==> config.mk <==
export PLATFORM = sky130hd
export DESIGN_NAME = bounded_deque_with_search_top
export DESIGN_NICKNAME = d
export VERILOG_FILES = /design/src/hw/rtl/bdq_pkg.sv /design/src/hw/rtl/bdq_ctrl.sv /design/src/hw/rtl/bdq_dp.sv /design/src/hw/rtl/bounded_deque_with_search_top.sv
export SDC_FILE = /design/constraint.sdc
export NUM_CORES = 1
export LEC_CHECK = 0
export CELL_PAD_IN_SITES_DETAIL_PLACEMENT = 1
export CELL_PAD_IN_SITES_GLOBAL_PLACEMENT = 1
export CORE_AREA = 2 2 228 230
export CTS_CLUSTER_SIZE = 14
export DETAILED_ROUTE_END_ITERATION = 16
export DIE_AREA = 0 0 230 232
export DONT_BUFFER_PORTS = 1
export PLACE_DENSITY = 0.75
export SLEW_MARGIN = 10
export SYNTH_ARGS = -nofsm -noshare
export SYNTH_HDL_FRONTEND = slang
export SYNTH_SLANG_ARGS = --single-unit
==> constraint.sdc <==
create_clock -name clk -period 12.4 [get_ports clk]
set_input_delay 3.72 -clock clk [delete_from_list [all_inputs] [get_ports clk]]
set_output_delay 3.72 -clock clk [all_outputs]
set_load 0.02 [all_outputs]
==> src/hw/rtl/bdq_pkg.sv <==
// ---------------------------------------------------------------------------
// bdq_pkg
// Shared codes, field widths and the controller/datapath bundles of the
// bounded deque with search.
// ---------------------------------------------------------------------------
package bdq_pkg;

	localparam int FUNC_W = 3;
	localparam int VAL_W  = 32;
	localparam int STAT_W = 3;
	localparam int POS_W  = 7;

	// function codes
	localparam logic [FUNC_W-1:0] FN_PUSH_FRONT = 3'd0;
	localparam logic [FUNC_W-1:0] FN_PUSH_BACK  = 3'd1;
	localparam logic [FUNC_W-1:0] FN_POP_FRONT  = 3'd2;
	localparam logic [FUNC_W-1:0] FN_SEARCH     = 3'd3;
	localparam logic [FUNC_W-1:0] FN_READ_FWD   = 3'd4;
	localparam logic [FUNC_W-1:0] FN_READ_BWD   = 3'd5;

	// result status codes
	localparam logic [STAT_W-1:0] ST_DONE     = 3'd0;
	localparam logic [STAT_W-1:0] ST_FULL     = 3'd1;
	localparam logic [STAT_W-1:0] ST_EMPTY    = 3'd2;
	localparam logic [STAT_W-1:0] ST_FOUND    = 3'd3;
	localparam logic [STAT_W-1:0] ST_NOTFOUND = 3'd4;

	// what the output register loads
	localparam logic [1:0] EM_NONE  = 2'd0;
	localparam logic [1:0] EM_STAT  = 2'd1;	// status only, last set
	localparam logic [1:0] EM_FOUND = 2'd2;	// search hit, position of s1 entry
	localparam logic [1:0] EM_ENTRY = 2'd3;	// readout of s1 entry

	typedef struct packed {
		logic              push_front;
		logic              push_back;
		logic              pop;
		logic              walk_start;
		logic              issue;
		logic              finish;
		logic              backward;
		logic [1:0]        em_sel;
		logic [STAT_W-1:0] em_status;
	} cmd_t;

	typedef struct packed {
		logic out_free;
		logic full;
		logic empty;
		logic pend;
		logic match;
		logic last;
		logic walk_more;
	} sts_t;

endpackage

==> src/hw/rtl/bdq_ctrl.sv <==
// ---------------------------------------------------------------------------
// bdq_ctrl
// Controller: decodes the accepted item and sequences the walk used by
// search and readout.
// ---------------------------------------------------------------------------
module bdq_ctrl (
	input  logic                        clk,
	input  logic                        arst_n,
	input  logic                        in_valid,
	output logic                        in_ready,
	input  logic [bdq_pkg::FUNC_W-1:0]  func,
	input  bdq_pkg::sts_t               sts,
	output bdq_pkg::cmd_t               cmd
);

	localparam logic S_IDLE = 1'b0;
	localparam logic S_WALK = 1'b1;

	logic                       state_q;
	logic                       state_d;
	logic [bdq_pkg::FUNC_W-1:0] func_q;
	logic                       fire;
	logic                       consume;

	assign in_ready = (state_q == S_IDLE) && sts.out_free;
	assign fire     = in_valid && in_ready;
	assign consume  = sts.pend && sts.out_free;

	always_comb begin
		cmd          = '0;
		state_d      = state_q;
		cmd.backward = (func_q == bdq_pkg::FN_READ_BWD);
		unique case (state_q)
			S_IDLE: begin
				if (fire) begin
					unique case (func)
						bdq_pkg::FN_PUSH_FRONT, bdq_pkg::FN_PUSH_BACK: begin
							cmd.em_sel = bdq_pkg::EM_STAT;
							if (sts.full) begin
								cmd.em_status = bdq_pkg::ST_FULL;
							end else begin
								cmd.em_status  = bdq_pkg::ST_DONE;
								cmd.push_front = (func == bdq_pkg::FN_PUSH_FRONT);
								cmd.push_back  = (func == bdq_pkg::FN_PUSH_BACK);
							end
						end
						bdq_pkg::FN_POP_FRONT: begin
							cmd.em_sel = bdq_pkg::EM_STAT;
							if (sts.empty) begin
								cmd.em_status = bdq_pkg::ST_EMPTY;
							end else begin
								cmd.em_status = bdq_pkg::ST_DONE;
								cmd.pop       = 1'b1;
							end
						end
						bdq_pkg::FN_SEARCH: begin
							if (sts.empty) begin
								cmd.em_sel    = bdq_pkg::EM_STAT;
								cmd.em_status = bdq_pkg::ST_NOTFOUND;
							end else begin
								cmd.walk_start = 1'b1;
								state_d        = S_WALK;
							end
						end
						bdq_pkg::FN_READ_FWD, bdq_pkg::FN_READ_BWD: begin
							if (sts.empty) begin
								cmd.em_sel    = bdq_pkg::EM_STAT;
								cmd.em_status = bdq_pkg::ST_EMPTY;
							end else begin
								cmd.walk_start = 1'b1;
								state_d        = S_WALK;
							end
						end
						default: begin
							// unused codes: dropped, no result
						end
					endcase
				end
			end
			S_WALK: begin
				cmd.issue = sts.walk_more && (!sts.pend || consume);
				if (consume) begin
					if (func_q == bdq_pkg::FN_SEARCH) begin
						if (sts.match) begin
							cmd.em_sel    = bdq_pkg::EM_FOUND;
							cmd.em_status = bdq_pkg::ST_FOUND;
							cmd.finish    = 1'b1;
						end else if (sts.last) begin
							cmd.em_sel    = bdq_pkg::EM_STAT;
							cmd.em_status = bdq_pkg::ST_NOTFOUND;
							cmd.finish    = 1'b1;
						end
					end else begin
						cmd.em_sel    = bdq_pkg::EM_ENTRY;
						cmd.em_status = bdq_pkg::ST_DONE;
						cmd.finish    = sts.last;
					end
				end
				if (cmd.finish) begin
					state_d = S_IDLE;
				end
			end
			default: begin
				state_d = S_IDLE;
			end
		endcase
	end

	always_ff @(posedge clk or negedge arst_n) begin
		if (!arst_n) begin
			state_q <= S_IDLE;
		end else begin
			state_q <= state_d;
		end
	end

	always_ff @(posedge clk) begin
		if (fire) begin
			func_q <= func;
		end
	end

endmodule

==> src/hw/rtl/bdq_dp.sv <==
// ---------------------------------------------------------------------------
// bdq_dp
// Datapath: ring store, front/count registers, walk pointer, read stage
// and the output register.
// ---------------------------------------------------------------------------
module bdq_dp #(
	parameter int CAPACITY = 16
) (
	input  logic                              clk,
	input  logic                              arst_n,
	input  bdq_pkg::cmd_t                     cmd,
	output bdq_pkg::sts_t                     sts,
	input  logic signed [bdq_pkg::VAL_W-1:0]  value,
	output logic                              out_valid,
	input  logic                              out_ready,
	output logic [bdq_pkg::STAT_W-1:0]        status,
	output logic [bdq_pkg::POS_W-1:0]         position,
	output logic signed [bdq_pkg::VAL_W-1:0]  entry_value,
	output logic                              last
);

	localparam int IDX_W = (CAPACITY > 1) ? $clog2(CAPACITY) : 1;
	localparam int CNT_W = $clog2(CAPACITY + 1);
	localparam logic [IDX_W:0]   CAP_X   = (IDX_W + 1)'(CAPACITY);
	localparam logic [IDX_W-1:0] IDX_TOP = IDX_W'(CAPACITY - 1);
	localparam logic [CNT_W-1:0] CAP_C   = CNT_W'(CAPACITY);

	logic [bdq_pkg::VAL_W-1:0] mem [CAPACITY];

	logic [IDX_W-1:0]          front_q;
	logic [CNT_W-1:0]          count_q;
	logic [CNT_W-1:0]          k_q;
	logic [bdq_pkg::VAL_W-1:0] key_q;
	logic                      pend_s1;
	logic [IDX_W-1:0]          off_s1;
	logic                      last_s1;
	logic [bdq_pkg::VAL_W-1:0] rdata_s1;
	logic                      out_vld_q;

	logic [IDX_W-1:0] front_dec;
	logic [IDX_W-1:0] front_inc;
	logic [IDX_W-1:0] off;
	logic [IDX_W:0]   rd_sum;
	logic [IDX_W-1:0] rd_addr;
	logic [IDX_W:0]   bk_sum;
	logic [IDX_W-1:0] bk_addr;
	logic             wr_en;
	logic [IDX_W-1:0] wr_addr;
	logic             out_free;

	assign front_dec = (front_q == '0) ? IDX_TOP : front_q - IDX_W'(1);
	assign front_inc = (front_q == IDX_TOP) ? '0 : front_q + IDX_W'(1);

	// offset of the entry being read, from the front
	assign off = cmd.backward ? IDX_W'(count_q - CNT_W'(1) - k_q) : k_q[IDX_W-1:0];

	assign rd_sum  = {1'b0, front_q} + {1'b0, off};
	assign rd_addr = (rd_sum >= CAP_X) ? IDX_W'(rd_sum - CAP_X) : rd_sum[IDX_W-1:0];

	// back slot: count is below capacity whenever a push goes through
	assign bk_sum  = {1'b0, front_q} + {1'b0, count_q[IDX_W-1:0]};
	assign bk_addr = (bk_sum >= CAP_X) ? IDX_W'(bk_sum - CAP_X) : bk_sum[IDX_W-1:0];

	assign wr_en   = cmd.push_front || cmd.push_back;
	assign wr_addr = cmd.push_front ? front_dec : bk_addr;

	assign out_free = !out_vld_q || out_ready;

	always_comb begin
		sts           = '0;
		sts.out_free  = out_free;
		sts.full      = (count_q == CAP_C);
		sts.empty     = (count_q == '0);
		sts.pend      = pend_s1;
		sts.match     = (rdata_s1 == key_q);
		sts.last      = last_s1;
		sts.walk_more = (k_q < count_q);
	end

	// store: one write port, one registered read port
	always_ff @(posedge clk) begin
		if (wr_en) begin
			mem[wr_addr] <= value;
		end
	end

	always_ff @(posedge clk) begin
		if (cmd.issue) begin
			rdata_s1 <= mem[rd_addr];
			off_s1   <= off;
			last_s1  <= (k_q + CNT_W'(1) == count_q);
		end
	end

	always_ff @(posedge clk) begin
		if (cmd.walk_start) begin
			key_q <= value;
		end
	end

	always_ff @(posedge clk or negedge arst_n) begin
		if (!arst_n) begin
			front_q <= '0;
			count_q <= '0;
			k_q     <= '0;
			pend_s1 <= 1'b0;
		end else begin
			if (cmd.push_front) begin
				front_q <= front_dec;
			end else if (cmd.pop) begin
				front_q <= front_inc;
			end
			if (wr_en) begin
				count_q <= count_q + CNT_W'(1);
			end else if (cmd.pop) begin
				count_q <= count_q - CNT_W'(1);
			end
			if (cmd.walk_start) begin
				k_q <= '0;
			end else if (cmd.issue) begin
				k_q <= k_q + CNT_W'(1);
			end
			if (cmd.finish || cmd.walk_start) begin
				pend_s1 <= 1'b0;
			end else if (cmd.issue) begin
				pend_s1 <= 1'b1;
			end else if (cmd.em_sel != bdq_pkg::EM_NONE || (pend_s1 && out_free)) begin
				pend_s1 <= 1'b0;
			end
		end
	end

	// output register
	always_ff @(posedge clk or negedge arst_n) begin
		if (!arst_n) begin
			out_vld_q <= 1'b0;
		end else if (cmd.em_sel != bdq_pkg::EM_NONE) begin
			out_vld_q <= 1'b1;
		end else if (out_ready) begin
			out_vld_q <= 1'b0;
		end
	end

	always_ff @(posedge clk) begin
		if (cmd.em_sel != bdq_pkg::EM_NONE) begin
			status <= cmd.em_status;
			case (cmd.em_sel)
				bdq_pkg::EM_FOUND: begin
					position    <= bdq_pkg::POS_W'(off_s1) + bdq_pkg::POS_W'(1);
					entry_value <= '0;
					last        <= 1'b1;
				end
				bdq_pkg::EM_ENTRY: begin
					position    <= bdq_pkg::POS_W'(off_s1) + bdq_pkg::POS_W'(1);
					entry_value <= rdata_s1;
					last        <= last_s1;
				end
				default: begin
					position    <= '0;
					entry_value <= '0;
					last        <= 1'b1;
				end
			endcase
		end
	end

	assign out_valid = out_vld_q;

`ifndef SYNTHESIS
	a_count_bound: assert property (@(posedge clk) disable iff (!arst_n)
		count_q <= CAP_C)
		else $error("entry count above capacity");

	a_emit_free: assert property (@(posedge clk) disable iff (!arst_n)
		(cmd.em_sel != bdq_pkg::EM_NONE) |-> (!out_vld_q || out_ready))
		else $error("result loaded over an untaken result");

	a_push_room: assert property (@(posedge clk) disable iff (!arst_n)
		(cmd.push_front || cmd.push_back) |=> (count_q == $past(count_q) + CNT_W'(1)))
		else $error("push did not grow the count");

	a_pop_nonempty: assert property (@(posedge clk) disable iff (!arst_n)
		cmd.pop |-> (count_q != '0))
		else $error("pop on an empty store");

	a_issue_range: assert property (@(posedge clk) disable iff (!arst_n)
		cmd.issue |-> (k_q < count_q))
		else $error("read issued past the last entry");
`endif

endmodule

==> src/hw/rtl/bounded_deque_with_search_top.sv <==
// ---------------------------------------------------------------------------
// bounded_deque_with_search_top
// Bounded double-ended queue of signed 32-bit values with linear search.
// Holds up to CAPACITY values in a ring store addressed by a front index and
// an entry count. func selects push front, push back, pop front, search,
// read forward or read backward; codes 6 and 7 are dropped with no result.
// A push into a full store or a pop from an empty one changes nothing and
// reports it in status. Search returns the 1-based position of the first
// match from the front. A readout returns one item per entry, last set on
// the final one; an empty readout returns a single empty item. Push, pop
// and any item answered without touching the store are taken as soon as the
// output register is free. Search and readout walk the stored entries through
// the store's single registered read port, one entry per cycle while the
// downstream side keeps ready high. A new item is accepted only after the
// previous item has put its final result into the output register.
// ---------------------------------------------------------------------------
module bounded_deque_with_search_top #(
	parameter int CAPACITY = 16
) (
	input  logic                              clk,
	input  logic                              arst_n,
	input  logic                              in_valid,
	output logic                              in_ready,
	input  logic [bdq_pkg::FUNC_W-1:0]        func,
	input  logic signed [bdq_pkg::VAL_W-1:0]  value,
	output logic                              out_valid,
	input  logic                              out_ready,
	output logic [bdq_pkg::STAT_W-1:0]        status,
	output logic [bdq_pkg::POS_W-1:0]         position,
	output logic signed [bdq_pkg::VAL_W-1:0]  entry_value,
	output logic                              last
);

	// command and status bundles between controller and datapath
	bdq_pkg::cmd_t cmd;
	bdq_pkg::sts_t sts;

	// controller: item decode and walk sequencing
	bdq_ctrl u_ctrl (
		.clk      (clk),
		.arst_n   (arst_n),
		.in_valid (in_valid),
		.in_ready (in_ready),
		.func     (func),
		.sts      (sts),
		.cmd      (cmd)
	);

	// datapath: ring store, pointers, read stage, output register
	bdq_dp #(
		.CAPACITY (CAPACITY)
	) u_dp (
		.clk         (clk),
		.arst_n      (arst_n),
		.cmd         (cmd),
		.sts         (sts),
		.value       (value),
		.out_valid   (out_valid),
		.out_ready   (out_ready),
		.status      (status),
		.position    (position),
		.entry_value (entry_value),
		.last        (last)
	);

endmodule

Word-level counts from Yosys, hierarchy flattened
Memory sizes are Yosys's and may differ from the RTL's. A register that Yosys moved wholly into a read port is not among the register bits.
Cells that the tools add are included.
{"block": "word_totals", "reg_bits": 100, "ram_bits": 512, "wordCells": 113, "n_memories": 1}
{"name": "u_dp.mem", "depth": 16, "width": 32, "read_ports": 1, "rd_ports_with_merged_regs": 1, "wr": 1, "line": "bdq_dp.sv:28", "source": "logic [bdq_pkg::VAL_W-1:0] mem [CAPACITY];"}
{"block": "op_classes", "add_sub_neg": 11, "magnitude_cmp": 3, "eq_ne": 13, "n_mux": 46, "bitwise_logic": 1, "reduce_logical": 24}
{"operator": "$mux 4", "count": 13}
{"operator": "$mux 5", "count": 8}
{"operator": "$eq 32x32->1", "count": 1}
{"operator": "$pmux 5 s4", "count": 1}
{"operator": "$mux 1", "count": 18}
{"operator": "$sub 4x1->4 const B", "count": 3}
{"operator": "$add 4x4->5", "count": 2}
{"operator": "$add 5x1->5 const B", "count": 2}
{"operator": "$ge 5x5->1 const B", "count": 2}
{"operator": "$pmux 5 s2", "count": 1}
{"operator": "$reduce_bool 2->1", "count": 5}
{"operator": "$eq 3x2->1 const B", "count": 3}
{"operator": "$eq 3x3->1 const B", "count": 3}
{"operator": "$mux 2", "count": 4}
{"operator": "$reduce_or 2->1", "count": 3}
{"operator": "$add 4x1->5 const B", "count": 1}
{"operator": "$eq 5x5->1", "count": 1}
{"operator": "$eq 5x5->1 const B", "count": 1}
{"operator": "$logic_not 5->1", "count": 1}
{"operator": "$logic_or 1x1->1", "count": 5}
{"operator": "$lt 5x5->1", "count": 1}
{"operator": "$sub 5x1->5 const B", "count": 1}
{"operator": "$add 4x1->4 const B", "count": 1}
{"operator": "$eq 2x2->1 const B", "count": 2}
{"operator": "11 further kinds", "count": 15}

Logic depth before layout (Yosys ltp)
{"block": "depth", "ltp_word": 11, "depth_mapped": 12, "depth_no_buf": 11}

By module
From an unflattened synthesis, not the netlist that was laid out.
{"block": "unflattened", "cells_unflattened": 1230, "area_unflattened_um2": 25510.7}
{"mod": "bdq_dp", "n_inst": 1, "cells_per_inst": 1188, "area_each_um2": 25149.1}
{"mod": "bdq_ctrl", "n_inst": 1, "cells_per_inst": 42, "area_each_um2": 361.6}

Worst setup path after synthesis
No wires, ideal clock.
{"block": "synth_path", "kind": "input-to-output", "startpoint": "in out_ready", "endpoint": "out in_ready", "arrival_ps": 4039, "t_required_ps": 8680, "setup_slack_ps": 4641, "path_stages": 2, "path_buffers": 0, "path_cell_list": "nor2b_1 > nor2_1"}
{"block": "synth_via", "elab_chain_cells": 2}
{"item": "from (decl)", "line": "bounded_deque_with_search_top.sv:27", "source": "input logic out_ready,"}
{"item": "$logic_or 1x1->1", "line": "bdq_dp.sv:67", "source": "assign out_free = !out_vld_q || out_ready;"}
{"item": "$logic_and 1x1->1", "line": "bdq_ctrl.sv:25", "source": "assign in_ready = (state_q == S_IDLE) && sts.out_free;"}
{"item": "to (decl)", "line": "bounded_deque_with_search_top.sv:23", "source": "output logic in_ready,"}
No other way between the ends.

Final worst setup path
Ends and elaborated chain as after synthesis.

==> out/results.ini <==
[run_status]
status = completed

[clocking]
numCtsBuffers = 66
htree_levels = 3
hold_buffers = 0
clock-root-buffer = clkbuf_16
clock-sinks = 642
cts-resized-gates = 0
clk_pin_slew_ns = 0.06
insertion_delay_ns = 0.60
cts_tree = done
clk_path_buf_depth = 3
post_cts_buffers = 0

[drt]
vias_per_cell = 6.08
wl_per_cell_um = 29.6
vias = 11700
postRouteAntennaNets = 0
first_pass_iters = 5
drc = 0
drt_iter0_markers = 955
wirelength_um = 57000

[yosys]
ys_types = 54
ys_warn_count = 0
syn_area_mm2 = 0.0252
ys_ff_latch = 642
yosys-top-cells-area = edfxtp_1 (74%), mux4_2 (14%), dfrtp_1 (1.7%)
synth.most_common_cell = edfxtp_1
ys_seq_area_frac = 0.761
synth_ff_type = edfxtp_1
yosysTopAreaCellShare = 0.745
synth_top_cell_by_area = edfxtp_1
synth_enable_flop_cells = 625
synth_commonest_cells = edfxtp_1 (625), mux4_2 (160), xnor2_1 (47)
syn_avg_cell_area_um2 = 21.8
synth_cells = 1158
async_flop_share = 0.0265

[placement]
dpl.hpwl_um = 32000
gp_congestion = 0.759
dp.cells = 1814
numPortBuffers = 0

[global_routing]
grt-ovfl-total = 0
use_met3 = 0.0437
antenna_found_initial = 0
grt_max_degree = 47
grtUsageMet1 = 0.299
grtUsageTotal = 0.222
met2_usage = 0.376
grt_pass1_vias = 12800
grt_pass1_wl_um = 86000
grt.busiest_layer = met2

[floorplan]
start_util = 0.495
die_y_um = 232
fp.dieW_um = 230
coreArea_mm2 = 0.0509
dieArea_mm2 = 0.0534
io_pins = 84
placementRows = 83

[worst_setup_path]
crit_family = simple AND/OR/NAND/NOR gates
required_ns = 8.68
crit_slowest_cell = nor2_1
r2r_slack_ns = 7.15
cp-end-kind = output pin
cp_slowest_stage_delay_ns = 0.31
cp-start-kind = input port
crit_type = input port to output pin
arrival_ns = 4.07
critPathMaxFanout = 2
worst-path-buf-inv = 0
path_cells = nor2b_1 -> nor2_1

[cells_and_area]
fin_nets = 1265
area_growth_pct = 11.5
seq_area_mm2 = 0.0192
nFillCells = 4384
drive_above_1_share = 0.240
stdcell_count = 1929
final_util = 0.552
multi_input_area_mm2 = 0.00584

[sta]
rsz0062_at_grt = no
slew_violations = 0
final-hold-violation-count = 0
max_clock_freq_ghz = 0.128
finalCritPeriodShare = 0.628
tns_ns = 0
relSlewSlack = 0.183
worstMarginPinSlew_ns = 1.21
period_needed_ns = 7.79
skew_ns = 0.0256
setup_violations = 0

[power_and_ir_drop]
ir_drop_uv = 283
cellLeakagePower_nw = 8.74
power.density_mw_per_mm2 = 295

[flow_run]
drv_cap = 0

[worst_hold_path]
hp-class = flop to flop

logic make-up (layout without fill, tap and decap cells):
group                    count (synthesis)  after routing  share of synthesized area
XOR/XNOR                                56             56                     0.0201
adder cells (fa/ha/maj)                 24             24                     0.0128
buffers and inverters                   73            162                     0.0135
AND/OR/NAND/NOR                        137            137                     0.0303
multiplexers                           166            166                      0.145
AO/OA/AOI/OAI                           59             59                     0.0162
flip-flops                             642            642                      0.761
other                                    1              3                   0.000149
placed cells by master (no fill, tap or decap), types with 14 or more instances in the layout:
master | netlist | final
edfxtp_1 | 625 | 625
nor3b_1 | 33 | 33
o21ai_0 | 14 | 14
xnor2_1 | 47 | 47
clkbuf_16 | 0 | 68
nand2_1 | 24 | 22
ha_1 | 21 | 20
inv_1 | 22 | 20
buf_4 | 5 | 26
clkbuf_1 | 23 | 22
dfrtp_1 | 17 | 17
mux4_2 | 160 | 160
nor2_4 | 0 | 16
per-stage QoR:
stage               cell area, um2  total power [mW]  hold slack [ns]  worst slack [ns]
finish                       28100              8.28            0.545              4.61
global placement             26200              6.44            0.519              4.61
detailed placement           26200              6.56            0.534              4.60
CTS                          28100              8.39            0.548              4.60
global route                 28100              8.68            0.571              4.59
floorplan                    25200              5.60            0.484              4.64
state kept, by name, summed over array words and instances, names as in the netlist:
signal,flops
u_ctrl.func_q,3
u_ctrl.state_q,1
u_dp.count_q,5
u_dp.entry_value,32
u_dp.front_q,4
u_dp.k_q,5
u_dp.key_q,32
u_dp.last,1
u_dp.last_s1,1
u_dp.mem,512
u_dp.off_s1,4
u_dp.out_valid,1
u_dp.pend_s1,1
u_dp.position,5
u_dp.rdata_s1,32
u_dp.status,3
cell type report:
| class | count | area share |
|---|---|---|
| inverter | 22 | 0.00294 |
| antenna | 1 | 0.0000890 |
| sequential | 642 | 0.683 |
| clock buffer | 90 | 0.0635 |
| multi-input combinational | 444 | 0.208 |
| clock inverter | 24 | 0.00587 |
| timing repair buffer | 26 | 0.00694 |
| tap | 680 | 0.0303 |
routing by layer:
metal / vias to the layer above / part of all wire
li1: 4892 / -
met1: 6339 / 0.41
met2: 405 / 0.51
met3: 85 / 0.060
met4: 0 / 0.020
met5: - / 0
path summary, 6_finish.rpt:
| check | to | depth (start not counted) | from |
|---|---|---|---|
| worst min register to register | u_dp.count_q[4] | 1 | u_dp.count_q[4] |
| max in group asynchronous | u_dp.front_q[0] | 0 | arst_n |
| worst min-delay path | u_dp.count_q[4] | 1 | u_dp.count_q[4] |
| worst max-delay path | in_ready | 2 | out_ready |
| worst max register to register | u_dp.rdata_s1[24] | 9 | u_dp.count_q[1] |
| min in group asynchronous | u_dp.count_q[1] | 0 | arst_n |
power by group:
group          internal, mW  switching, mW
clock network          1.01          0.804
registers              2.77          0.227
logic                  1.70           1.77
total                  5.48           2.80
Note: power is estimated with default switching activity, not from simulation.
